===== config.mk =====
export PLATFORM = sky130hd
export DESIGN_NAME = sdmm_seq
export DESIGN_NICKNAME = d
export VERILOG_FILES = /design/src/hdl/sdmm_pkg.sv /design/src/hdl/sdmm_seq.sv
export SDC_FILE = /design/constraint.sdc
export NUM_CORES = 1
export LEC_CHECK = 0
export BUFFER_PORTS_ARGS = -buffer_cell sky130_fd_sc_hd__buf_2
export CORE_UTILIZATION = 40
export CTS_CLUSTER_SIZE = 25
export DETAILED_ROUTE_END_ITERATION = 6
export PLACE_DENSITY = 0.78
export SETUP_SLACK_MARGIN = 0.4
export SYNTH_ARGS = -nofsm -noshare
export SYNTH_HDL_FRONTEND = slang
export SYNTH_SLANG_ARGS = --single-unit

===== constraint.sdc =====
create_clock -name clk -period 2 [get_ports clk]
set_input_delay 0.4 -clock clk [delete_from_list [all_inputs] [get_ports clk]]
set_output_delay 0.4 -clock clk [all_outputs]
set_load 0.01 [all_outputs]

===== src/hdl/sdmm_pkg.sv =====
package sdmm_pkg;

  localparam int MAX_ROWS  = 64;
  localparam int MAX_INNER = 64;
  localparam int MAX_COLS  = 16;

  localparam int ROW_W   = $clog2(MAX_ROWS);
  localparam int INNER_W = $clog2(MAX_INNER);
  localparam int COL_W   = $clog2(MAX_COLS);

  localparam int C_AW    = ROW_W + COL_W;
  localparam int B_AW    = INNER_W + COL_W;
  localparam int C_DEPTH = MAX_ROWS * MAX_COLS;
  localparam int B_DEPTH = MAX_INNER * MAX_COLS;

  localparam int VAL_W  = 16;
  localparam int PROD_W = 2 * VAL_W;
  localparam int ACC_W  = 40;
  localparam int IDX_W  = 6;
  localparam int DIM_W  = 7;
  localparam int NCOL_W = 5;
  localparam int KIND_W = 2;
  localparam int CFG_IW = 2;

  typedef enum logic [KIND_W-1:0] {
    KIND_LOAD_B = 2'd0,
    KIND_MAC    = 2'd1,
    KIND_READ_C = 2'd2
  } kind_t;

  typedef enum logic [CFG_IW-1:0] {
    CFG_ROWS  = 2'd0,
    CFG_INNER = 2'd1,
    CFG_COLS  = 2'd2
  } cfg_index_t;

  typedef enum logic [2:0] {
    ST_CLEAR,
    ST_IDLE,
    ST_MAC,
    ST_DRAIN,
    ST_READ,
    ST_RESP
  } state_t;

  typedef struct packed {
    logic [DIM_W-1:0]  rows;
    logic [DIM_W-1:0]  inner;
    logic [NCOL_W-1:0] cols;
  } dims_t;

  typedef struct packed {
    logic            valid;
    logic [C_AW-1:0] addr;
  } mac_issue_t;

  typedef struct packed {
    logic             we;
    logic [C_AW-1:0]  addr;
    logic [ACC_W-1:0] data;
  } c_wr_t;

endpackage


===== src/hdl/sdmm_seq.sv =====
module sdmm_seq
  import sdmm_pkg::*;
(
  input  logic              clk,
  input  logic              rst,
  input  dims_t             dims,
  input  logic              in_valid,
  output logic              in_ready,
  input  logic [KIND_W-1:0] in_kind,
  input  logic [IDX_W-1:0]  in_row,
  input  logic [IDX_W-1:0]  in_col,
  input  logic [VAL_W-1:0]  in_value,
  input  logic              mac_busy,
  input  logic              out_valid,
  output logic              out_load,
  output logic [IDX_W-1:0]  item_row,
  output logic [COL_W-1:0]  item_col,
  output logic [VAL_W-1:0]  item_value,
  output mac_issue_t        issue,
  output c_wr_t             c_wr,
  output logic [C_AW-1:0]   c_raddr,
  output logic              b_we,
  output logic [B_AW-1:0]   b_waddr,
  output logic [VAL_W-1:0]  b_wdata,
  output logic [B_AW-1:0]   b_raddr
);

  state_t            state;
  state_t            state_next;
  logic [COL_W-1:0]  j;
  logic [COL_W-1:0]  j_next;
  logic [C_AW-1:0]   clr_addr;
  logic [IDX_W-1:0]  row_q;
  logic [IDX_W-1:0]  col_q;
  logic [VAL_W-1:0]  value_q;
  logic              accept;
  logic              load_ok;
  logic              mac_ok;
  logic              read_ok;
  logic              j_last;

  assign accept = in_valid && in_ready;

  assign load_ok = (kind_t'(in_kind) == KIND_LOAD_B) && (DIM_W'(in_row) < dims.inner)
                   && (DIM_W'(in_col) < DIM_W'(dims.cols));
  assign mac_ok  = (kind_t'(in_kind) == KIND_MAC) && (DIM_W'(in_row) < dims.rows)
                   && (DIM_W'(in_col) < dims.inner) && (dims.cols != '0);
  assign read_ok = (kind_t'(in_kind) == KIND_READ_C) && (DIM_W'(in_row) < dims.rows)
                   && (DIM_W'(in_col) < DIM_W'(dims.cols));
  assign j_last  = (NCOL_W'(j) == dims.cols - NCOL_W'(1));

  always_comb begin
    state_next = state;
    j_next     = j;
    case (state)
      ST_CLEAR: begin
        if (clr_addr == C_AW'(C_DEPTH - 1)) begin
          state_next = ST_IDLE;
        end
      end
      ST_IDLE: begin
        j_next = '0;
        if (accept && mac_ok) begin
          state_next = ST_MAC;
        end else if (accept && read_ok) begin
          state_next = ST_READ;
        end
      end
      ST_MAC: begin
        j_next = j + COL_W'(1);
        if (j_last) begin
          state_next = ST_DRAIN;
        end
      end
      ST_DRAIN: begin
        if (!mac_busy) begin
          state_next = ST_IDLE;
        end
      end
      ST_READ: begin
        // The result register must be empty before the entry is read and cleared.
        if (!out_valid) begin
          state_next = ST_RESP;
        end
      end
      ST_RESP: begin
        state_next = ST_IDLE;
      end
      default: begin
        state_next = ST_IDLE;
      end
    endcase
  end

  always_comb begin
    in_ready    = (state == ST_IDLE);
    out_load    = (state == ST_RESP);
    issue.valid = (state == ST_MAC);
    issue.addr  = {row_q[ROW_W-1:0], j};
    c_raddr     = (state == ST_MAC) ? {row_q[ROW_W-1:0], j}
                                    : {row_q[ROW_W-1:0], col_q[COL_W-1:0]};
    b_raddr     = {col_q[INNER_W-1:0], j};
    c_wr.data   = '0;
    case (state)
      ST_CLEAR: begin
        c_wr.we   = 1'b1;
        c_wr.addr = clr_addr;
      end
      ST_READ: begin
        c_wr.we   = !out_valid;
        c_wr.addr = {row_q[ROW_W-1:0], col_q[COL_W-1:0]};
      end
      default: begin
        c_wr.we   = 1'b0;
        c_wr.addr = clr_addr;
      end
    endcase
    b_we    = accept && load_ok;
    b_waddr = {in_row[INNER_W-1:0], in_col[COL_W-1:0]};
    b_wdata = in_value;
  end

  always_ff @(posedge clk) begin
    if (rst) begin
      state    <= ST_CLEAR;
      clr_addr <= '0;
      j        <= '0;
    end else begin
      state <= state_next;
      j     <= j_next;
      if (state == ST_CLEAR) begin
        clr_addr <= clr_addr + C_AW'(1);
      end
    end
    if (accept) begin
      row_q   <= in_row;
      col_q   <= in_col;
      value_q <= in_value;
    end
  end

  assign item_row   = row_q;
  assign item_col   = col_q[COL_W-1:0];
  assign item_value = value_q;

endmodule


* Yosys cells after proc, flatten, opt, wreduce, memory -nomap -nowiden *
Index checks and enable logic that the tools add are counted.

cells by class
  multiplexer cells = 10
  bitwise operators = 0
  add/subtract/negate cells = 3
  reduce and logical (&&, ||, !) cells = 17
  magnitude comparators = 4
  multipliers = 0
  shift-type cells = 0
  equality and inequality tests = 14
  divide/modulo/power cells = 0

operators by type and width
  cell                                                                      number
  11-bit one-hot mux with 2 select lines                                    1
  6-bit by 7-bit < comparator with 1-bit output                             3
  3-bit two-way mux                                                         6
  3-bit one-hot mux with 5 select lines                                     1
  1-bit logical AND                                                         11
  10-bit by 1-bit adder with 10-bit output (second input constant)          1
  10-bit equality test (second input constant)                              1
  4-bit one-hot mux with 2 select lines                                     1
  3-bit by 2-bit equality test with 1-bit output (second input constant)    2
  3-bit equality test (second input constant)                               2
  6-bit by 5-bit < comparator with 1-bit output                             1
  2-bit inequality test (second input constant)                             3
  4-bit by 5-bit equality test with 1-bit output                            1
  5-bit AND reduction                                                       1
  5-bit nonzero test                                                        1
  5-bit by 1-bit subtractor with 5-bit output (second input constant)       1
  4-bit by 1-bit adder with 4-bit output (second input constant)            1
  4-bit two-way mux                                                         1
  3-bit by 1-bit equality test with 1-bit output (second input constant)    1
  3-bit zero test                                                           1
  3-bit by 1-bit inequality test with 1-bit output (second input constant)  1
  2-bit by 1-bit equality test with 1-bit output (second input constant)    1
  2-bit equality test (second input constant)                               1
  2-bit zero test                                                           1
  3 further kinds                                                           3

word-level totals
  input bits = 54
  bits in writable memories = 0
  ROM bits = 0
  memories = 0
  latch bits = 0
  register bits = 45

* Depth between registers and ports, before layout *
  word-level depth = 7
  gate-level depth with buffers = 8
  mapped depth without buffers = 8

* Worst setup path before layout *
No wires, ideal clock.

  kind = input to output
  start = in dims[4] (netlist name)
  end = out b_we
  stages = 6
  slack = -0.004 ns
  buffers on the path = 0
  data arrival time = 1.604 ns
  path through = inv_1 -> ha_1 -> a2111oi_0 -> nand4_1 -> a21oi_1 -> o31a_1

between the ends
  cells in the longest elaborated chain, start to end = 3

RTL lines
  item                                           RTL line         text
  start: declaration                             sdmm_seq.sv:6    input dims_t dims,
  6-bit by 5-bit < comparator with 1-bit output  sdmm_seq.sv:45   && (DIM_W'(in_col) < DIM_W'(dims.cols));
  1-bit logical AND                              sdmm_seq.sv:45
  1-bit logical AND                              sdmm_seq.sv:118  b_we = accept && load_ok;
  end: declaration                               sdmm_seq.sv:22   output logic b_we,

Every way passes these cells.

* Worst setup path after layout *
  start = in in_row[1]
  end = out b_we

between the ends
  cells in the longest elaborated chain, start to end = 4

RTL lines
  item                                           RTL line         text
  start: declaration                             sdmm_seq.sv:10   input logic [IDX_W-1:0] in_row,
  6-bit by 7-bit < comparator with 1-bit output  sdmm_seq.sv:44   assign load_ok = (kind_t'(in_kind) == KIND_LOAD_B) && (DIM_W'(in_row) < dims.inner)
  1-bit logical AND                              sdmm_seq.sv:44
  1-bit logical AND                              sdmm_seq.sv:45
  1-bit logical AND                              sdmm_seq.sv:118

Every way passes these cells.

==> flow_summary_export.csv <==
group,metric,value,unit
run_status,outcome,"finished, violations left",
run_status,violations,"setup timing",
placed_design,dpl_worst_slack,-0.121,ns
timing,hold_viol,0,
timing,rsz0062_at_grt,"yes",
worst_setup_path,worstRegToRegCells,11,
grt,grt_max_degree,27,
worst_setup_path,r2r_setup_slack,0.05,ns
layout,antenna_cells,0,
power,switching_share,0.353,
timing,setup_viol,12,
synth,yosysWarnings,0,
grt,grt_first_pass_wirelength,12100,um
grt,antenna_found_initial,0,
timing,finClkSkew,0.00805,ns
worst_setup_path,worstSetupEndpointType,"primary output",
drt,routed_wl,8390,um
placed_design,dp.cells,529,
worst_hold_path,min-delay-start,"in_value[2]",
layout,layout.cells.non_filler,570,
timing,period_share,1.02,
floorplanning,initial_utilization,0.410,
worst_setup_path,crit_fanout,2,
layout,num-nets-final,543,
layout,drive_gt1_frac,0.590,
placed_design,io_buffers,150,
clock_tree,tritoncts,"done",
clock_tree,clock_sinks,45,
drt,wl_per_cell,14.7,um
drt,first_iter_violations,85,
worst_setup_path,cpMostUsedCell,"a21o_1",
worst_setup_path,required,1.60,ns
floorplanning,core_area,7690,um2
floorplanning,fp.dieW,90.8,um
power,seqPwrFrac,0.320,
synth,synth_edf_count,28,
worst_setup_path,start_kind,"input pin",
power,power,3.91,mW
worst_setup_path,crit_path_top_delay_cell,"ha_1",
clock_tree,cts_hold_buf,0,
worst_setup_path,worstReg2RegStart,"state[0]",
clock_tree,path_clk_slew,0.08,ns
layout,area_delta_synth_final,44.5,%
synth,synthFlopType,"edfxtp_1",
clock_tree,clk_latency,0.29,ns
drt,num_vias,2667,
worst_setup_path,cpPeakStageDelay,0.29,ns
flow_run,max-cap-violations,0,
power,p_sw,1.38,mW
power,intPower,2.53,mW
drt,via_per_inst,4.68,
timing,fin_ws,-0.0487,ns
floorplanning,fp.dieH,90.8,um
clock_tree,cts_buffer_depth,2,
synth,ys_seq_area_frac,0.374,
drt,route.detailed.drc,0,
power,power_leakage,2.18,nW
worst_setup_path,critPathKind,"input pin to primary output",
timing,period_needed,2.05,ns
grt,groute.usage.overall,0.189,
power,max-vdd-ir-drop,351,uV
placed_design,dp.final_hpwl,5900,um
power,power_density,857,nW/um2
clock_tree,cts_max_level,2,
worst_setup_path,endpoint,"b_we",
worst_setup_path,crit_chain,"buf_2 > ha_1 > a21o_1 > a21o_1 > a21o_1 > a21oi_2 > o31a_1 > buf_2",
synth,synthArstFlopShare,0,
worst_setup_path,crit_path_start,"in_row[1]",
worst_setup_path,reg2reg_to,"state[1]",
clock_tree,cts_buffers,5,
synth,yosys_register_bits,45,
placed_design,gp_congestion,0.814,
timing,whs,0.293,ns
floorplanning,dieArea,8250,um2
worst_setup_path,worst_ep_arrival_time,1.65,ns
timing,slew_violations,0,
drt,drtAntennaViolNets,0,
drt,dr.pass1.iters,4,
synth,syn_avg_cell_area,10.2,um2
floorplanning,placementRows,32,
timing,setup_tns,-0.190,ns
worst_hold_path,min_path_type,"input pin to flop",
grt,grt_pass1_vias,2415,
power,clkPwrFrac,0.141,
timing,clock.fmax,0.488,GHz
floorplanning,io_pins,191,
grt,grt_overflow,0,
power,combPwrFrac,0.539,
layout,fill_cells,633,
synth,syn_area,3160,um2
synth,synth_cell_type_count,52,
clock_tree,ctsRootBufferMaster,"clkbuf_8",
synth,synth_cells,308,
Yosys cell counts, types with 3 or more instances:
| cell type | number | share of area |
|---|---|---|
| xor2_1 | 7 | 0.019 |
| a211oi_1 | 3 | 0.0071 |
| nor2b_1 | 3 | 0.0059 |
| edfxtp_1 | 28 | 0.27 |
| nand2b_1 | 5 | 0.0099 |
| nand3_1 | 5 | 0.0079 |
| a21o_1 | 5 | 0.012 |
| dfxtp_1 | 17 | 0.11 |
| inv_1 | 20 | 0.024 |
| nor2_1 | 16 | 0.019 |
| mux2_2 | 14 | 0.050 |
| a21oi_1 | 8 | 0.013 |
| nor3_1 | 4 | 0.0063 |
| mux2i_1 | 4 | 0.013 |
| buf_4 | 86 | 0.20 |
| clkbuf_1 | 3 | 0.0036 |
| ha_1 | 22 | 0.087 |
| o21ai_0 | 3 | 0.0048 |
| xnor2_1 | 6 | 0.017 |
| nand4_1 | 5 | 0.0099 |
| nand2_1 | 9 | 0.011 |
power groups by stage:
stage	combinational (mW)	clock [mW]	sequential (mW)
6_report	2.11	0.552	1.25
5_1_grt	2.23	0.596	1.26
4_1_cts	1.90	0.560	1.24
3_5_place_dp	1.33	0	1.27
3_3_place_gp	1.30	0	1.26
2_1_floorplan	0.945	0	1.26
per-stage QoR:
step                cell area, um2  utilization
floorplan                     3490            -
global placement              3850        0.501
detailed placement            3850        0.501
CTS                           4350        0.566
global route                  4560        0.593
finish                        4560        0.593
layer usage:
| layer | vias to the layer above | wire (um) | track usage |
|---|---|---|---|
| li1 | 1258 | - | - |
| met1 | 1272 | 3470 | 0.235 |
| met2 | 123 | 4350 | 0.334 |
| met3 | 14 | 399 | 0.0253 |
| met4 | 0 | 176 | 0.0622 |
| met5 | - | 0 | 0 |
critical path: cells and delay by family:
| family | cells | cell delay [ns] |
|---|---|---|
| compound gates | 5 | 0.73 |
| buf+inv | 2 | 0.23 |
| fa+ha+maj | 1 | 0.29 |
cell usage in the layout (no fill, tap or decap), types with 3 or more instances in the layout:
master    Yosys  routed
mux2i_1       4       4
dfxtp_4       0       3
a21oi_1       8       4
mux2_4        0      14
ha_4          0       7
nand2b_1      5       4
nand2_1       9       9
nand3_1       5       3
clkbuf_8      0       5
nor3_1        4       3
buf_6         1      37
buf_4        86      35
a21oi_2       0       4
inv_2         2       3
xor2_1        7       7
nor2_1       16      15
nand4_1       5       5
a21o_1        5       5
ha_1         22      15
edfxtp_1     28      28
conb_1        1      40
buf_2         2     130
inv_1        20      12
dfxtp_1      17      13
xnor2_1       6       5
area by class of cell:
cell class,instances,area (um2),share of cell area
multi-input combinational,188,1630,0.358
sequential,45,1190,0.262
clock inverter,3,17.5,0.00384
inverter,22,130,0.0285
clock buffer,5,68.8,0.0151
tap,102,128,0.0280
timing repair buffer,205,1390,0.305
worst min path at each step:
stage / to / cells after the start
after floorplan: clr_addr[8] / 2
after global placement: j[3] / 2
after detailed placement: j[3] / 2
after CTS: item_value[2] / 1
after global routing: item_value[1] / 1
final: item_value[2] / 1
sequential cells by signal, indices dropped and copies added, names as in the netlist:
signal	count
item_row	6
clr_addr	10
j	4
state	3
col_q	6
item_value	16
kinds of logic (layout without fill, tap and decap cells):
group / after synthesis / after routing / share of synthesized area
xor+xnor: 14 / 14 / 0.0412
compound gates: 35 / 35 / 0.0880
flops: 45 / 45 / 0.374
fa+ha+maj: 22 / 22 / 0.0872
buf+inv: 114 / 235 / 0.241
simple gates: 59 / 59 / 0.104
other cells: 1 / 40 / 0.00119
mux: 18 / 18 / 0.0626
timing repair:
action / 4_1_cts / 5_1_grt
pin swaps: 14 / 16
endpoints found under the setup margin: 24 / 53
setup buffers: 21 / 10
gates resized for setup: 56 / 26
gates cloned: 1 / 1
Note: power is estimated with default switching activity, not from simulation.
