==> src/hdl/sdmm_pkg.sv <==
package sdmm_pkg;

  localparam int MAX_ROWS  = 64;
  localparam int MAX_INNER = 64;
  localparam int MAX_COLS  = 16;

  localparam int ROW_W   = $clog2(MAX_ROWS);
  localparam int INNER_W = $clog2(MAX_INNER);
  localparam int COL_W   = $clog2(MAX_COLS);

  localparam int C_AW    = ROW_W + COL_W;
  localparam int B_AW    = INNER_W + COL_W;
  localparam int C_DEPTH = MAX_ROWS * MAX_COLS;
  localparam int B_DEPTH = MAX_INNER * MAX_COLS;

  localparam int VAL_W  = 16;
  localparam int PROD_W = 2 * VAL_W;
  localparam int ACC_W  = 40;
  localparam int IDX_W  = 6;
  localparam int DIM_W  = 7;
  localparam int NCOL_W = 5;
  localparam int KIND_W = 2;
  localparam int CFG_IW = 2;

  typedef enum logic [KIND_W-1:0] {
    KIND_LOAD_B = 2'd0,
    KIND_MAC    = 2'd1,
    KIND_READ_C = 2'd2
  } kind_t;

  typedef enum logic [CFG_IW-1:0] {
    CFG_ROWS  = 2'd0,
    CFG_INNER = 2'd1,
    CFG_COLS  = 2'd2
  } cfg_index_t;

  typedef enum logic [2:0] {
    ST_CLEAR,
    ST_IDLE,
    ST_MAC,
    ST_DRAIN,
    ST_READ,
    ST_RESP
  } state_t;

  typedef struct packed {
    logic [DIM_W-1:0]  rows;
    logic [DIM_W-1:0]  inner;
    logic [NCOL_W-1:0] cols;
  } dims_t;

  typedef struct packed {
    logic            valid;
    logic [C_AW-1:0] addr;
  } mac_issue_t;

  typedef struct packed {
    logic             we;
    logic [C_AW-1:0]  addr;
    logic [ACC_W-1:0] data;
  } c_wr_t;

endpackage

==> src/hdl/sdmm_mac.sv <==
module sdmm_mac
  import sdmm_pkg::*;
(
  input  logic                    clk,
  input  logic                    rst,
  input  mac_issue_t              issue,
  input  logic signed [VAL_W-1:0] value,
  input  logic signed [VAL_W-1:0] b_rdata,
  input  logic signed [ACC_W-1:0] c_rdata,
  output c_wr_t                   wr,
  output logic                    busy
);

  logic                     p1_valid;
  logic [C_AW-1:0]          p1_addr;
  logic                     p2_valid;
  logic [C_AW-1:0]          p2_addr;
  logic signed [PROD_W-1:0] p2_prod;
  logic signed [ACC_W-1:0]  p2_acc;
  logic signed [ACC_W:0]    sum;

  always_ff @(posedge clk) begin
    if (rst) begin
      p1_valid <= 1'b0;
      p2_valid <= 1'b0;
    end else begin
      p1_valid <= issue.valid;
      p2_valid <= p1_valid;
    end
    p1_addr <= issue.addr;
    p2_addr <= p1_addr;
    p2_prod <= value * b_rdata;
    p2_acc  <= c_rdata;
  end

  assign sum = {p2_acc[ACC_W-1], p2_acc} + (ACC_W+1)'(p2_prod);

  always_comb begin
    wr.we   = p2_valid;
    wr.addr = p2_addr;
    if (sum[ACC_W] != sum[ACC_W-1]) begin
      wr.data = {sum[ACC_W], {(ACC_W-1){~sum[ACC_W]}}};
    end else begin
      wr.data = sum[ACC_W-1:0];
    end
  end

  assign busy = p1_valid | p2_valid;

endmodule

==> config.mk <==
export PLATFORM = sky130hd
export DESIGN_NAME = sdmm_mac
export DESIGN_NICKNAME = d
export VERILOG_FILES = /design/src/hdl/sdmm_pkg.sv /design/src/hdl/sdmm_mac.sv
export SDC_FILE = /design/constraint.sdc
export NUM_CORES = 1
export LEC_CHECK = 0
export ABC_AREA = 1
export BUFFER_PORTS_ARGS = -buffer_cell sky130_fd_sc_hd__buf_2
export CORE_UTILIZATION = 36
export DETAILED_ROUTE_END_ITERATION = 16
export SLEW_MARGIN = 20
export SYNTH_ARGS = -nofsm -noshare
export SYNTH_HDL_FRONTEND = slang
export SYNTH_SLANG_ARGS = --single-unit
==> constraint.sdc <==
create_clock -name clk -period 12 [get_ports clk]
set_input_delay 0.6 -clock clk [delete_from_list [all_inputs] [get_ports clk]]
set_output_delay 0.6 -clock clk [all_outputs]
set_load 0.05 [all_outputs]
### Word-level counts from Yosys, hierarchy flattened

Index checks and enable logic that the tools add are counted.

* flip-flop bits (word level): 94
* output and inout bits: 52
* logic and storage cells: 12

* add/sub/neg operators: 1
* multipliers: 1
* equal/unequal tests: 1
* mux-type cells: 1
* bitwise operators: 2

Operators by type and width (number)
* $add 40x32->41: 1
* $mux 40: 1
* $mul 16x16->32: 1
* $ne 1x1->1: 1
* $not 1->1: 1
* $or 1x1->1: 1

### Longest topological paths before layout

Gate-level depths: netlist (run 1).

* word-level depth: 3
* gate-level depth with buffers: 25

### Worst setup path after synthesis (run 1)

OpenSTA, ideal clock, no wires.

* kind: input to register
* start point: in b_rdata[3]
* end point: reg p2_prod[25]
* arrival: 5.762 ns
* required time: 11.928 ns
* slack: 6.166 ns
* stages on the path: 21
* buffers on the path: 2
* cells stage by stage: clkbuf_1 clkbuf_1 nand2_1 inv_1 fa_1 fa_1 fa_1 fa_1 fa_1 inv_1 fa_1 inv_1 ha_1 nand2_1 nor2_1 and3_1 nand4_1 nand3_1 nand3_1 nand2_1 xor2_1

* cells in the longest elaborated chain, start to end: 1

RTL lines
* start, declared: line sdmm_mac.sv:8 `input logic signed [VAL_W-1:0] b_rdata,`
* $mul 16x16->32: line sdmm_mac.sv:32 `p2_prod <= value * b_rdata;`
* end signal, assigned: line sdmm_mac.sv:32
* end, declared: line sdmm_mac.sv:18 `logic signed [PROD_W-1:0] p2_prod;`

No other way between the ends.
A chain may end at the register's enable or synchronous reset.

### Final worst setup path (run 1)

* start point: in b_rdata[1]
* end point: reg p2_prod[29]

The elaborated chain is that of the path after synthesis.

==> insert_results.sql, run 1 <==
INSERT INTO impl_metrics (metric_group, metric, value, unit) VALUES
('global_route', 'via_count_of_the_first_global_routing_pass', '13400', ''),
('finish', 'seq_area', '0.00188', 'mm^2'),
('global_route', 'antenna_found_initial', '0', ''),
('run', 'maxCapViolations', '0', ''),
('timing', 'hold_violations_final', '0', ''),
('worst_setup_path', 'worstReg2RegEnd', 'p2_valid$_SDFF_PP0_', ''),
('timing', 'final_critical_path_share_of_the_clock_period', '0.495', ''),
('floorplanning', 'fp.dieArea', '0.0445', 'mm^2'),
('timing', 'grt_setup_unrepaired', 'no', ''),
('yosys', 'yosys-top-cells-count', 'sky130_fd_sc_hd__nand2_1, sky130_fd_sc_hd__inv_1, sky130_fd_sc_hd__fa_1', ''),
('yosys', 'syn-mean-instance-area', '7.43', 'um^2'),
('cts', 'cts_post_setup_buffers_inserted', '0', ''),
('run_status', 'run_status', 'complete, no violations', ''),
('floorplanning', 'floorplan.die.height', '211', 'um'),
('worst_setup_path', 'critPathMostFrequentCell', 'sky130_fd_sc_hd__fa_1', ''),
('worst_setup_path', 'crit_path_cell_trace', 'buf_2 > nand2_1 > inv_1 > fa_1 > fa_1 > fa_1 > fa_1 > fa_1 > fa_1 > ha_1 > nand2_1 > nor4_1 > nand3_1 > nand3_1 > xor2_1', ''),
('detailed_routing', 'detailedRoute.firstPassIterationCount', '5', ''),
('timing', 'setup_total_negative_slack', '0', 'ns'),
('finish', 'fill_cells', '4581', ''),
('worst_setup_path', 'r2r_slack', '11.51', 'ns'),
('detailed_routing', 'drtIter0Drc', '722', ''),
('cts', 'cts_num_sinks', '94', ''),
('global_route', 'grt_max_degree', '40', ''),
('yosys', 'synth_seq_cells', '94', ''),
('yosys', 'ys_async_sr_fraction', '0', ''),
('cts', 'cts-buffers-inserted', '9', ''),
('cts', 'worstSkewPairLatency', '0.36', 'ns'),
('yosys', 'ys_types', '38', ''),
('floorplanning', 'coreArea', '0.0431', 'mm^2'),
('place', 'finalWeightedCongestion', '0.977', ''),
('cts', 'cts-root-buf', 'sky130_fd_sc_hd__clkbuf_16', ''),
('floorplanning', 'row_count', '76', ''),
('cts', 'cts_h_tree_lvls', '3', ''),
('cts', 'path_clk_slew', '0.08', 'ns'),
('place', 'post_dp_cell_area', '0.0168', 'mm^2'),
('worst_setup_path', 'worstPathRequired', '12.24', 'ns'),
('floorplanning', 'initial_core_util', '0.365', ''),
('worst_setup_path', 'worstReg2RegStart', 'p1_valid$_SDFF_PP0_', ''),
('finish', 'syn2layout_area_growth', '8.99', '%'),
('yosys', 'ys_seq_area_frac', '0.120', ''),
('global_route', 'total_global_routing_track_utilization', '0.192', ''),
('yosys', 'yosys_most_used_dff', 'sky130_fd_sc_hd__dfxtp_1', ''),
('cts', 'cts_resized', '0', ''),
('detailed_routing', 'route.detailed.vias_per_inst', '4.58', ''),
('timing', 'worst-slew-pin-transition', '0.642', 'ns'),
('detailed_routing', 'drc_errors', '0', ''),
('cts', 'cts_tree', 'done', ''),
('place', 'post-dp-hpwl', '35400', 'um'),
('timing', 'max_freq', '0.168', 'GHz'),
('yosys', 'ys_warns', '0', ''),
('finish', 'finalNonFillerCells', '2785', ''),
('detailed_routing', 'routed-via-count', '12800', ''),
('min_path', 'hold-path-endpoint', 'p2_addr[5]$_DFF_P_', ''),
('min_path', 'worst_hold_path_startpoint', 'p1_addr[5]$_DFF_P_', ''),
('floorplanning', 'floorplan.die.width', '211', 'um'),
('detailed_routing', 'drtAntennaViolNets', '0', ''),
('finish', 'post-route-cell-area', '0.0171', 'mm^2'),
('timing', 'clock-skew-final', '0.0105', 'ns'),
('timing', 'hold-worst-slack', '0.320', 'ns'),
('yosys', 'syn-instance-count', '2115', ''),
('place', 'port_buffer_count', '136', ''),
('detailed_routing', 'route.final.wire_length', '40400', 'um'),
('yosys', 'edff_count_synth', '0', ''),
('yosys', 'syn_area', '0.0157', 'mm^2'),
('timing', 'timing.final.max_slew_violations', '0', ''),
('worst_setup_path', 'crit_fanout', '16', ''),
('floorplanning', 'pin_count', '137', ''),
('detailed_routing', 'wl_per_cell', '14.5', 'um'),
('yosys', 'synthMostInstantiatedCell', 'sky130_fd_sc_hd__nand2_1', ''),
('worst_setup_path', 'library_cell_contributing_the_largest_single_delay_on_the_critical_path', 'sky130_fd_sc_hd__fa_1', ''),
('global_route', 'grt_overflow_total', '0', '');
state kept, by name, summed over array words and instances, names as in the netlist:
name and cells:
p2_acc 40, p2_prod 32, p1_addr 10, p2_addr 10, p1_valid 1, p2_valid 1
critical path, delay by kind of cell:
| kind | cells | cell delay [ns] |
|---|---|---|
| adders and majority gates | 7 | 3.83 |
| xor gates and xnor gates | 1 | 0.28 |
| buffers and inverters | 2 | 0.44 |
| and+or+nand+nor | 5 | 1.00 |
cells by family after synthesis:
| kind of cell | after synthesis | share of synthesized area |
|---|---|---|
| buf+inv | 603 | 0.147 |
| compound gates | 129 | 0.0453 |
| simple gates | 846 | 0.224 |
| xor+xnor | 58 | 0.0323 |
| flops | 94 | 0.120 |
| fa+ha+maj | 385 | 0.432 |
metal layers:
| metal | wire, um | vias up | track usage | share of wire |
|---|---|---|---|---|
| met2 | 19900 | 280 | 0.343 | 0.49 |
| met5 | 0 | - | 0 | 0 |
| met3 | 1530 | 49 | 0.0152 | 0.038 |
| met1 | 18500 | 6109 | 0.254 | 0.46 |
| met4 | 539 | 0 | 0.0362 | 0.013 |
| li1 | - | 6312 | - | - |
worst max path at each step:
stage,endpoint,from
floorplan,p2_prod[25]$_DFF_P_,b_rdata[3]
finish,p2_prod[29]$_DFF_P_,b_rdata[1]
global route,p2_prod[24]$_DFF_P_,b_rdata[1]
global placement,p2_prod[29]$_DFF_P_,b_rdata[1]
CTS,p2_prod[29]$_DFF_P_,b_rdata[1]
detailed placement,p2_prod[29]$_DFF_P_,b_rdata[1]
layout by cell type (no fill, tap or decap), types with 6 or more instances in the layout:
cell / Yosys / layout
sky130_fd_sc_hd__a21o_1: 6 / 6
sky130_fd_sc_hd__a21oi_1: 73 / 73
sky130_fd_sc_hd__buf_2: 4 / 136
sky130_fd_sc_hd__clkbuf_16: 0 / 9
sky130_fd_sc_hd__dfxtp_1: 94 / 94
sky130_fd_sc_hd__fa_1: 263 / 263
sky130_fd_sc_hd__ha_1: 122 / 122
sky130_fd_sc_hd__inv_1: 528 / 528
sky130_fd_sc_hd__inv_2: 8 / 8
sky130_fd_sc_hd__nand2_1: 614 / 614
sky130_fd_sc_hd__nand2_2: 19 / 19
sky130_fd_sc_hd__nand3_1: 50 / 50
sky130_fd_sc_hd__nand4_1: 24 / 24
sky130_fd_sc_hd__nor2_1: 99 / 99
sky130_fd_sc_hd__nor2_4: 8 / 8
sky130_fd_sc_hd__nor3_1: 8 / 8
sky130_fd_sc_hd__o21ai_0: 29 / 29
sky130_fd_sc_hd__o21bai_1: 8 / 8
sky130_fd_sc_hd__or2_2: 7 / 7
sky130_fd_sc_hd__xnor2_1: 18 / 18
sky130_fd_sc_hd__xor2_1: 40 / 40
stage by stage:
stage,setup slack [ns],util
2_1_floorplan,6.17,-
3_3_place_gp,5.76,0.391
3_5_place_dp,5.66,0.391
4_1_cts,6.02,0.398
5_1_grt,5.78,0.398
6_report,6.06,0.398
final cells by class:
cell class	instances	area share
clock buffers	9	0.0131
clock inverters	7	0.00438
inverters	536	0.117
multi-input cells	1418	0.673
flip-flops and latches	94	0.110
well taps	585	0.0427
repair buffers	136	0.0397
Power of run 1 is left out: the tool's default activity adds up to more than one toggle a clock period on the data nets, which glitch-free logic cannot reach.
==> run 2, diff against run 1 <==
==> constraint.sdc (replaced) <==
create_clock -name clk -period 5.7 [get_ports clk]
set_input_delay 0.285 -clock clk [delete_from_list [all_inputs] [get_ports clk]]
set_output_delay 0.285 -clock clk [all_outputs]
set_load 0.05 [all_outputs]
==> run 2 against run 1 <==
Core utilization increased by 0.55 points. Worst setup slack got worse by 5.8 ns. Flip-flop and latch count unchanged. Non-clock buffer count increased by 31. Critical path depth increased by 8. Final area increased by 1.4%. Die area unchanged. Wire length increased by 3.2%. Via count increased by 2.6%. Register-to-register slack got worse by 6.3 ns. Critical path type unchanged.
==> insert_results.sql, run 2 (synthesized netlist as in run 1, its figures left out) <==
INSERT INTO impl_metrics (metric_group, metric, value, unit) VALUES
('run_status', 'run_status', 'complete, no violations', ''),
('finish', 'syn2layout_area_growth', '10.5', '%'),
('detailed_routing', 'drtIter0Drc', '740', ''),
('finish', 'regMostFlops', 'p2_acc', ''),
('detailed_routing', 'wl_per_cell', '14.8', 'um'),
('min_path', 'min_path_cells', '1', ''),
('global_route', 'grt_util_met3', '0.0230', ''),
('global_route', 'groute.layer.met2.usage', '0.357', ''),
('floorplanning', 'row_count', '76', ''),
('finish', 'top_flop_regs', 'p2_acc (40), p2_prod (32)', ''),
('timing', 'final-setup-viol-count', '0', ''),
('global_route', 'wire_length_of_the_first_global_routing_pass', '69800', 'um'),
('cts', 'max-clock-path-buffers', '2', ''),
('cts', 'cts_post_setup_buffers_inserted', '0', ''),
('finish', 'nets', '2696', ''),
('cts', 'worstSkewPairLatency', '0.36', 'ns'),
('finish', 'n_antenna_cell', '0', ''),
('place', 'post-dp-hpwl', '36400', 'um'),
('finish', 'largest_reg_flops', '40', ''),
('floorplanning', 'coreArea', '0.0431', 'mm^2'),
('floorplanning', 'fp.dieArea', '0.0445', 'mm^2'),
('cts', 'cts_hold_repair.buffers', '0', ''),
('timing', 'worst-slew-pin-transition', '0.505', 'ns'),
('detailed_routing', 'detailedRoute.firstPassIterationCount', '5', ''),
('worst_setup_path', 'cpPeakStageDelay', '0.54', 'ns'),
('global_route', 'grt_overflow_total', '0', ''),
('detailed_routing', 'route.detailed.vias_per_inst', '4.64', ''),
('place', 'port_buffer_count', '136', ''),
('timing', 'grt_setup_unrepaired', 'no', ''),
('cts', 'cts_h_tree_lvls', '3', ''),
('finish', 'fill_cells', '4550', ''),
('floorplanning', 'floorplan.die.width', '211', 'um'),
('cts', 'cts-buffers-inserted', '9', ''),
('detailed_routing', 'route.final.wire_length', '41700', 'um'),
('finish', 'finalNonFillerCells', '2816', ''),
('detailed_routing', 'drtAntennaViolNets', '0', ''),
('cts', 'cts_num_sinks', '94', ''),
('worst_setup_path', 'startpoint_type', 'input pin', ''),
('cts', 'cts_resized', '0', ''),
('global_route', 'total_global_routing_track_utilization', '0.199', ''),
('floorplanning', 'pin_count', '137', ''),
('global_route', 'via_count_of_the_first_global_routing_pass', '14100', ''),
('floorplanning', 'floorplan.die.height', '211', 'um'),
('detailed_routing', 'routed-via-count', '13100', ''),
('timing', 'clock-skew-final', '0.00284', 'ns'),
('worst_setup_path', 'crit_path_end_kind', 'flop', ''),
('cts', 'cts_tree', 'done', ''),
('timing', 'timing.final.max_slew_violations', '0', ''),
('timing', 'final_critical_path_share_of_the_clock_period', '0.950', ''),
('worst_setup_path', 'path_class', 'input pin to flop', ''),
('global_route', 'grt_max_degree', '40', ''),
('worst_setup_path', 'crit_path_cell_trace', 'buf_2 > nand2_1 > fa_1 > inv_1 > fa_1 > inv_1 > fa_1 > inv_1 > fa_1 > fa_1 > inv_1 > fa_1 > inv_1 > ha_1 > nand2_1 > inv_1 > nand2_1 > nor3_1 > nand4_1 > nand3_1 > nand2_1 > nand2_1 > xor2_1', ''),
('cts', 'path_clk_slew', '0.07', 'ns'),
('global_route', 'antenna_found_initial', '0', ''),
('timing', 'max_freq', '0.185', 'GHz'),
('timing', 'period_minus_slack', '5.42', 'ns'),
('global_route', 'grt.busiest_layer', 'met2', ''),
('timing', 'hold_violations_final', '0', ''),
('detailed_routing', 'drc_errors', '0', ''),
('place', 'placed_cells', '2800', ''),
('worst_setup_path', 'crit_fanout', '16', ''),
('floorplanning', 'initial_core_util', '0.365', ''),
('run', 'maxCapViolations', '0', ''),
('worst_setup_path', 'timing.critical_path.arrival', '5.70', 'ns'),
('finish', 'most_frequent_standard_cell_in_the_layout_excluding_fill_and_tap_cells', 'sky130_fd_sc_hd__nand2_1', ''),
('worst_setup_path', 'worst_r2r_path_depth', '2', ''),
('global_route', 'grt.met1_usage', '0.248', ''),
('finish', 'layout-drive-gt1-share', '0.108', ''),
('min_path', 'hold_class', 'input pin to flop', ''),
('place', 'finalWeightedCongestion', '0.960', ''),
('worst_setup_path', 'worstPathRequired', '5.98', 'ns'),
('timing', 'slew_headroom', '0.663', ''),
('cts', 'cts-root-buf', 'sky130_fd_sc_hd__clkbuf_16', ''),
('worst_setup_path', 'library_cell_contributing_the_largest_single_delay_on_the_critical_path', 'sky130_fd_sc_hd__fa_1', ''),
('finish', 'layout.cells.most_common_list', 'sky130_fd_sc_hd__nand2_1, sky130_fd_sc_hd__inv_1, sky130_fd_sc_hd__fa_1, sky130_fd_sc_hd__buf_2, sky130_fd_sc_hd__ha_1', '');
run 2: cell types whose count changed in the layout (fill, tap and decap cells not counted), sizes merged:
cell / previous run / this run
clkinvlp: 1 / 2
buf: 136 / 167
clkinv: 3 / 2
run 2: path summary, 6_finish.rpt:
| check | start | to | slack, ns |
|---|---|---|---|
| worst max-delay path | b_rdata[7] | p2_prod[26]$_DFF_P_ | 0.28 |
| worst min-delay path | issue[7] | p1_addr[7]$_DFF_P_ | 0.02 |
| worst max register to register | p1_valid$_SDFF_PP0_ | p2_valid$_SDFF_PP0_ | 5.21 |
| worst min register to register | p1_addr[1]$_DFF_P_ | p2_addr[1]$_DFF_P_ | 0.33 |
run 2: area by class of cell:
| cell class | count | area, um^2 | area share |
|---|---|---|---|
| timing repair buffer | 167 | 913 | 0.0526 |
| clock inverter | 7 | 73.8 | 0.00425 |
| clock buffer | 9 | 225 | 0.0130 |
| tap | 585 | 732 | 0.0421 |
| inverter | 536 | 2010 | 0.116 |
| multi-input combinational | 1418 | 11500 | 0.664 |
| sequential | 94 | 1880 | 0.108 |
run 2: metal layers:
| layer | part of all wire | wire length (um) |
|---|---|---|
| met2 | 0.49 | 20600 |
| met3 | 0.043 | 1800 |
| met5 | 0 | 0 |
| met4 | 0.028 | 1160 |
| met1 | 0.44 | 18200 |
run 2: per-stage QoR:
step	setup TNS, ns	hold WS, ns	setup WS [ns]	instance area, um^2	utilization
3_5_place_dp	-0.480	0.312	-0.217	17100	0.396
2_1_floorplan	0	0.310	0.181	15700	-
4_1_cts	0	0.00601	0.143	17400	0.403
5_1_grt	0	0.00279	0.00186	17400	0.403
3_3_place_gp	-0.253	0.310	-0.149	17100	0.396
6_report	0	0.0227	0.282	17400	0.403
run 2: worst max-delay path, delay by kind of cell:
family / cells / cell delay, ns
buffers and inverters: 7 / 0.66
xor gates and xnor gates: 1 / 0.17
adders and majority gates: 7 / 3.34
and+or+nand+nor: 8 / 1.22
Power of run 2 is left out for the same reason.
==> run 3, diff against run 2 <==
==> constraint.sdc (replaced) <==
create_clock -name clk -period 5.7 [get_ports clk]
set_input_delay 0.57 -clock clk [delete_from_list [all_inputs] [get_ports clk]]
set_output_delay 0.57 -clock clk [all_outputs]
set_load 0.05 [all_outputs]
==> run 3 against run 2 <==
Maximum frequency down 0.52%. Non-clock buffer count is 68 higher. Critical path depth decreased by 5. Largest cell class unchanged. Worst hold slack improved by 0.28 ns. Clock-buffer cell count is the same.
==> insert_results.sql, run 3 (synthesized netlist as in run 1, its figures left out) <==
INSERT INTO impl_metrics (metric_group, metric, value, unit) VALUES
('global_route', 'wire_length_of_the_first_global_routing_pass', '68400', 'um'),
('finish', 'syn2layout_area_growth', '14.0', '%'),
('run_status', 'run_status', 'complete, no violations', ''),
('global_route', 'total_global_routing_track_utilization', '0.194', ''),
('detailed_routing', 'wl_per_cell', '14.1', 'um'),
('run', 'maxCapViolations', '0', ''),
('place', 'placed_cells', '2866', ''),
('min_path', 'hold_class', 'input pin to flop', ''),
('floorplanning', 'fp.dieArea', '0.0445', 'mm^2'),
('detailed_routing', 'drtAntennaViolNets', '0', ''),
('timing', 'max_freq', '0.184', 'GHz'),
('finish', 'layout.cells.most_common_list', 'sky130_fd_sc_hd__nand2_1, sky130_fd_sc_hd__inv_1, sky130_fd_sc_hd__fa_1, sky130_fd_sc_hd__buf_2, sky130_fd_sc_hd__ha_1', ''),
('global_route', 'antenna_found_initial', '0', ''),
('floorplanning', 'floorplan.die.width', '211', 'um'),
('detailed_routing', 'routed-via-count', '13200', ''),
('worst_setup_path', 'startpoint_type', 'input pin', ''),
('finish', 'nets', '2764', ''),
('global_route', 'grt_max_degree', '40', ''),
('cts', 'max-clock-path-buffers', '2', ''),
('finish', 'layout-drive-gt1-share', '0.138', ''),
('worst_setup_path', 'path_class', 'input pin to flop', ''),
('floorplanning', 'initial_core_util', '0.365', ''),
('finish', 'largest_reg_flops', '40', ''),
('detailed_routing', 'route.detailed.vias_per_inst', '4.57', ''),
('detailed_routing', 'route.final.wire_length', '40600', 'um'),
('finish', 'n_antenna_cell', '0', ''),
('finish', 'regMostFlops', 'p2_acc', ''),
('worst_setup_path', 'crit_path_end_kind', 'flop', ''),
('worst_setup_path', 'worstReg2RegEnd', 'p2_valid$_SDFF_PP0_', ''),
('floorplanning', 'coreArea', '0.0431', 'mm^2'),
('worst_setup_path', 'worstPathRequired', '5.96', 'ns'),
('timing', 'worst-slew-pin-transition', '0.486', 'ns'),
('detailed_routing', 'detailedRoute.firstPassIterationCount', '5', ''),
('timing', 'slew_headroom', '0.676', ''),
('cts', 'cts_h_tree_lvls', '3', ''),
('place', 'port_buffer_count', '136', ''),
('detailed_routing', 'drtIter0Drc', '641', ''),
('timing', 'clock-skew-final', '0.000969', 'ns'),
('worst_setup_path', 'timing.critical_path.arrival', '5.70', 'ns'),
('finish', 'finalNonFillerCells', '2884', ''),
('timing', 'final_critical_path_share_of_the_clock_period', '0.955', ''),
('worst_setup_path', 'worst_r2r_path_depth', '2', ''),
('cts', 'cts-root-buf', 'sky130_fd_sc_hd__clkbuf_16', ''),
('timing', 'period_minus_slack', '5.45', 'ns'),
('worst_setup_path', 'crit_fanout', '11', ''),
('finish', 'most_frequent_standard_cell_in_the_layout_excluding_fill_and_tap_cells', 'sky130_fd_sc_hd__nand2_1', ''),
('cts', 'worstSkewPairLatency', '0.36', 'ns'),
('cts', 'cts-buffers-inserted', '9', ''),
('detailed_routing', 'drc_errors', '0', ''),
('floorplanning', 'pin_count', '137', ''),
('timing', 'final-setup-viol-count', '0', ''),
('place', 'post-dp-hpwl', '36300', 'um'),
('worst_setup_path', 'r2r_slack', '5.21', 'ns'),
('cts', 'path_clk_slew', '0.07', 'ns'),
('timing', 'hold_violations_final', '0', ''),
('floorplanning', 'floorplan.die.height', '211', 'um'),
('cts', 'cts_hold_repair.buffers', '0', ''),
('worst_setup_path', 'worstReg2RegStart', 'p1_valid$_SDFF_PP0_', ''),
('finish', 'top_flop_regs', 'p2_acc (40), p2_prod (32)', ''),
('cts', 'cts_tree', 'done', ''),
('cts', 'cts_num_sinks', '94', ''),
('timing', 'timing.final.max_slew_violations', '0', ''),
('global_route', 'grt_overflow_total', '0', ''),
('worst_setup_path', 'cp-startpoint', 'value[12]', ''),
('floorplanning', 'row_count', '76', ''),
('worst_setup_path', 'worstSetupEndpoint', 'p2_prod[29]$_DFF_P_', ''),
('place', 'finalWeightedCongestion', '0.945', ''),
('global_route', 'via_count_of_the_first_global_routing_pass', '13900', '');
## run 3: changes by cell type in the layout (fill, tap and decap cells not counted), moves of 2 or more
cell | before | now
sky130_fd_sc_hd__buf_2 | 136 | 134
sky130_fd_sc_hd__a21oi_1 | 73 | 71
sky130_fd_sc_hd__o21ai_1 | 0 | 2
sky130_fd_sc_hd__a21oi_2 | 2 | 4
sky130_fd_sc_hd__clkbuf_4 | 0 | 2
sky130_fd_sc_hd__o21ai_0 | 29 | 27
sky130_fd_sc_hd__buf_4 | 31 | 99
## run 3: timing repair
action | CTS | global route
setup endpoints to repair | 1 | 11
pin swaps | 0 | 3
buffers inserted | 0 | 2
resized for setup | 1 | 11
## run 3: stage by stage
| stage | util | hold WS [ns] | area, um^2 | setup TNS (ns) | worst slack (ns) |
|---|---|---|---|---|---|
| detailed placement | 0.408 | 0.313 | 17600 | -1.66 | -0.443 |
| global placement | 0.408 | 0.310 | 17600 | -0.809 | -0.401 |
| CTS | 0.415 | 0.297 | 17900 | 0 | 0.101 |
| global route | 0.416 | 0.296 | 17900 | -0.00771 | -0.00771 |
| floorplan | - | 0.310 | 15700 | 0 | 0.0408 |
| finish | 0.416 | 0.307 | 17900 | 0 | 0.254 |
## run 3: worst min-delay path by stage
| stage | from | end | slack, ns | cells after the start |
|---|---|---|---|---|
| 2_1_floorplan | p1_addr[0]$_DFF_P_ | p2_addr[0]$_DFF_P_ | 0.31 | 0 |
| 4_1_cts | c_rdata[38] | p2_acc[38]$_DFF_P_ | 0.30 | 1 |
| 6_report | c_rdata[38] | p2_acc[38]$_DFF_P_ | 0.31 | 1 |
| 3_3_place_gp | p1_addr[4]$_DFF_P_ | p2_addr[4]$_DFF_P_ | 0.31 | 0 |
| 3_5_place_dp | p1_addr[5]$_DFF_P_ | p2_addr[5]$_DFF_P_ | 0.31 | 0 |
| 5_1_grt | c_rdata[18] | p2_acc[18]$_DFF_P_ | 0.30 | 1 |
## run 3: metal layers
metal / GRT usage / part of all wire / vias up
li1: - / - / 6515
met1: 0.244 / 0.44 / 6322
met2: 0.354 / 0.50 / 285
met3: 0.0155 / 0.034 / 57
met4: 0.0525 / 0.022 / 0
met5: 0 / 0 / -
## run 3: critical path, cell delays in order
cell                      delay [ns]
sky130_fd_sc_hd__buf_2          0.20
sky130_fd_sc_hd__buf_4          0.20
sky130_fd_sc_hd__or2_2          0.30
sky130_fd_sc_hd__fa_1           0.48
sky130_fd_sc_hd__inv_1          0.05
sky130_fd_sc_hd__fa_1           0.51
sky130_fd_sc_hd__inv_1          0.05
sky130_fd_sc_hd__fa_1           0.47
sky130_fd_sc_hd__inv_1          0.05
sky130_fd_sc_hd__fa_1           0.45
sky130_fd_sc_hd__fa_1           0.52
sky130_fd_sc_hd__fa_1           0.42
sky130_fd_sc_hd__ha_1           0.38
sky130_fd_sc_hd__nand2_1        0.14
sky130_fd_sc_hd__nor4_2         0.45
sky130_fd_sc_hd__nand3_1        0.13
sky130_fd_sc_hd__nand3_1        0.10
sky130_fd_sc_hd__xor2_1         0.24
## run 3: layout make-up
| cell class | instances | area [um^2] |
|---|---|---|
| multi-input cells | 1418 | 11600 |
| fillers | 4526 | 25200 |
| clock inverters | 7 | 73.8 |
| well taps | 585 | 732 |
| inverters | 536 | 2020 |
| flip-flops and latches | 94 | 1880 |
| repair buffers | 235 | 1430 |
| clock buffers | 9 | 225 |
Power of run 3 is left out for the same reason.
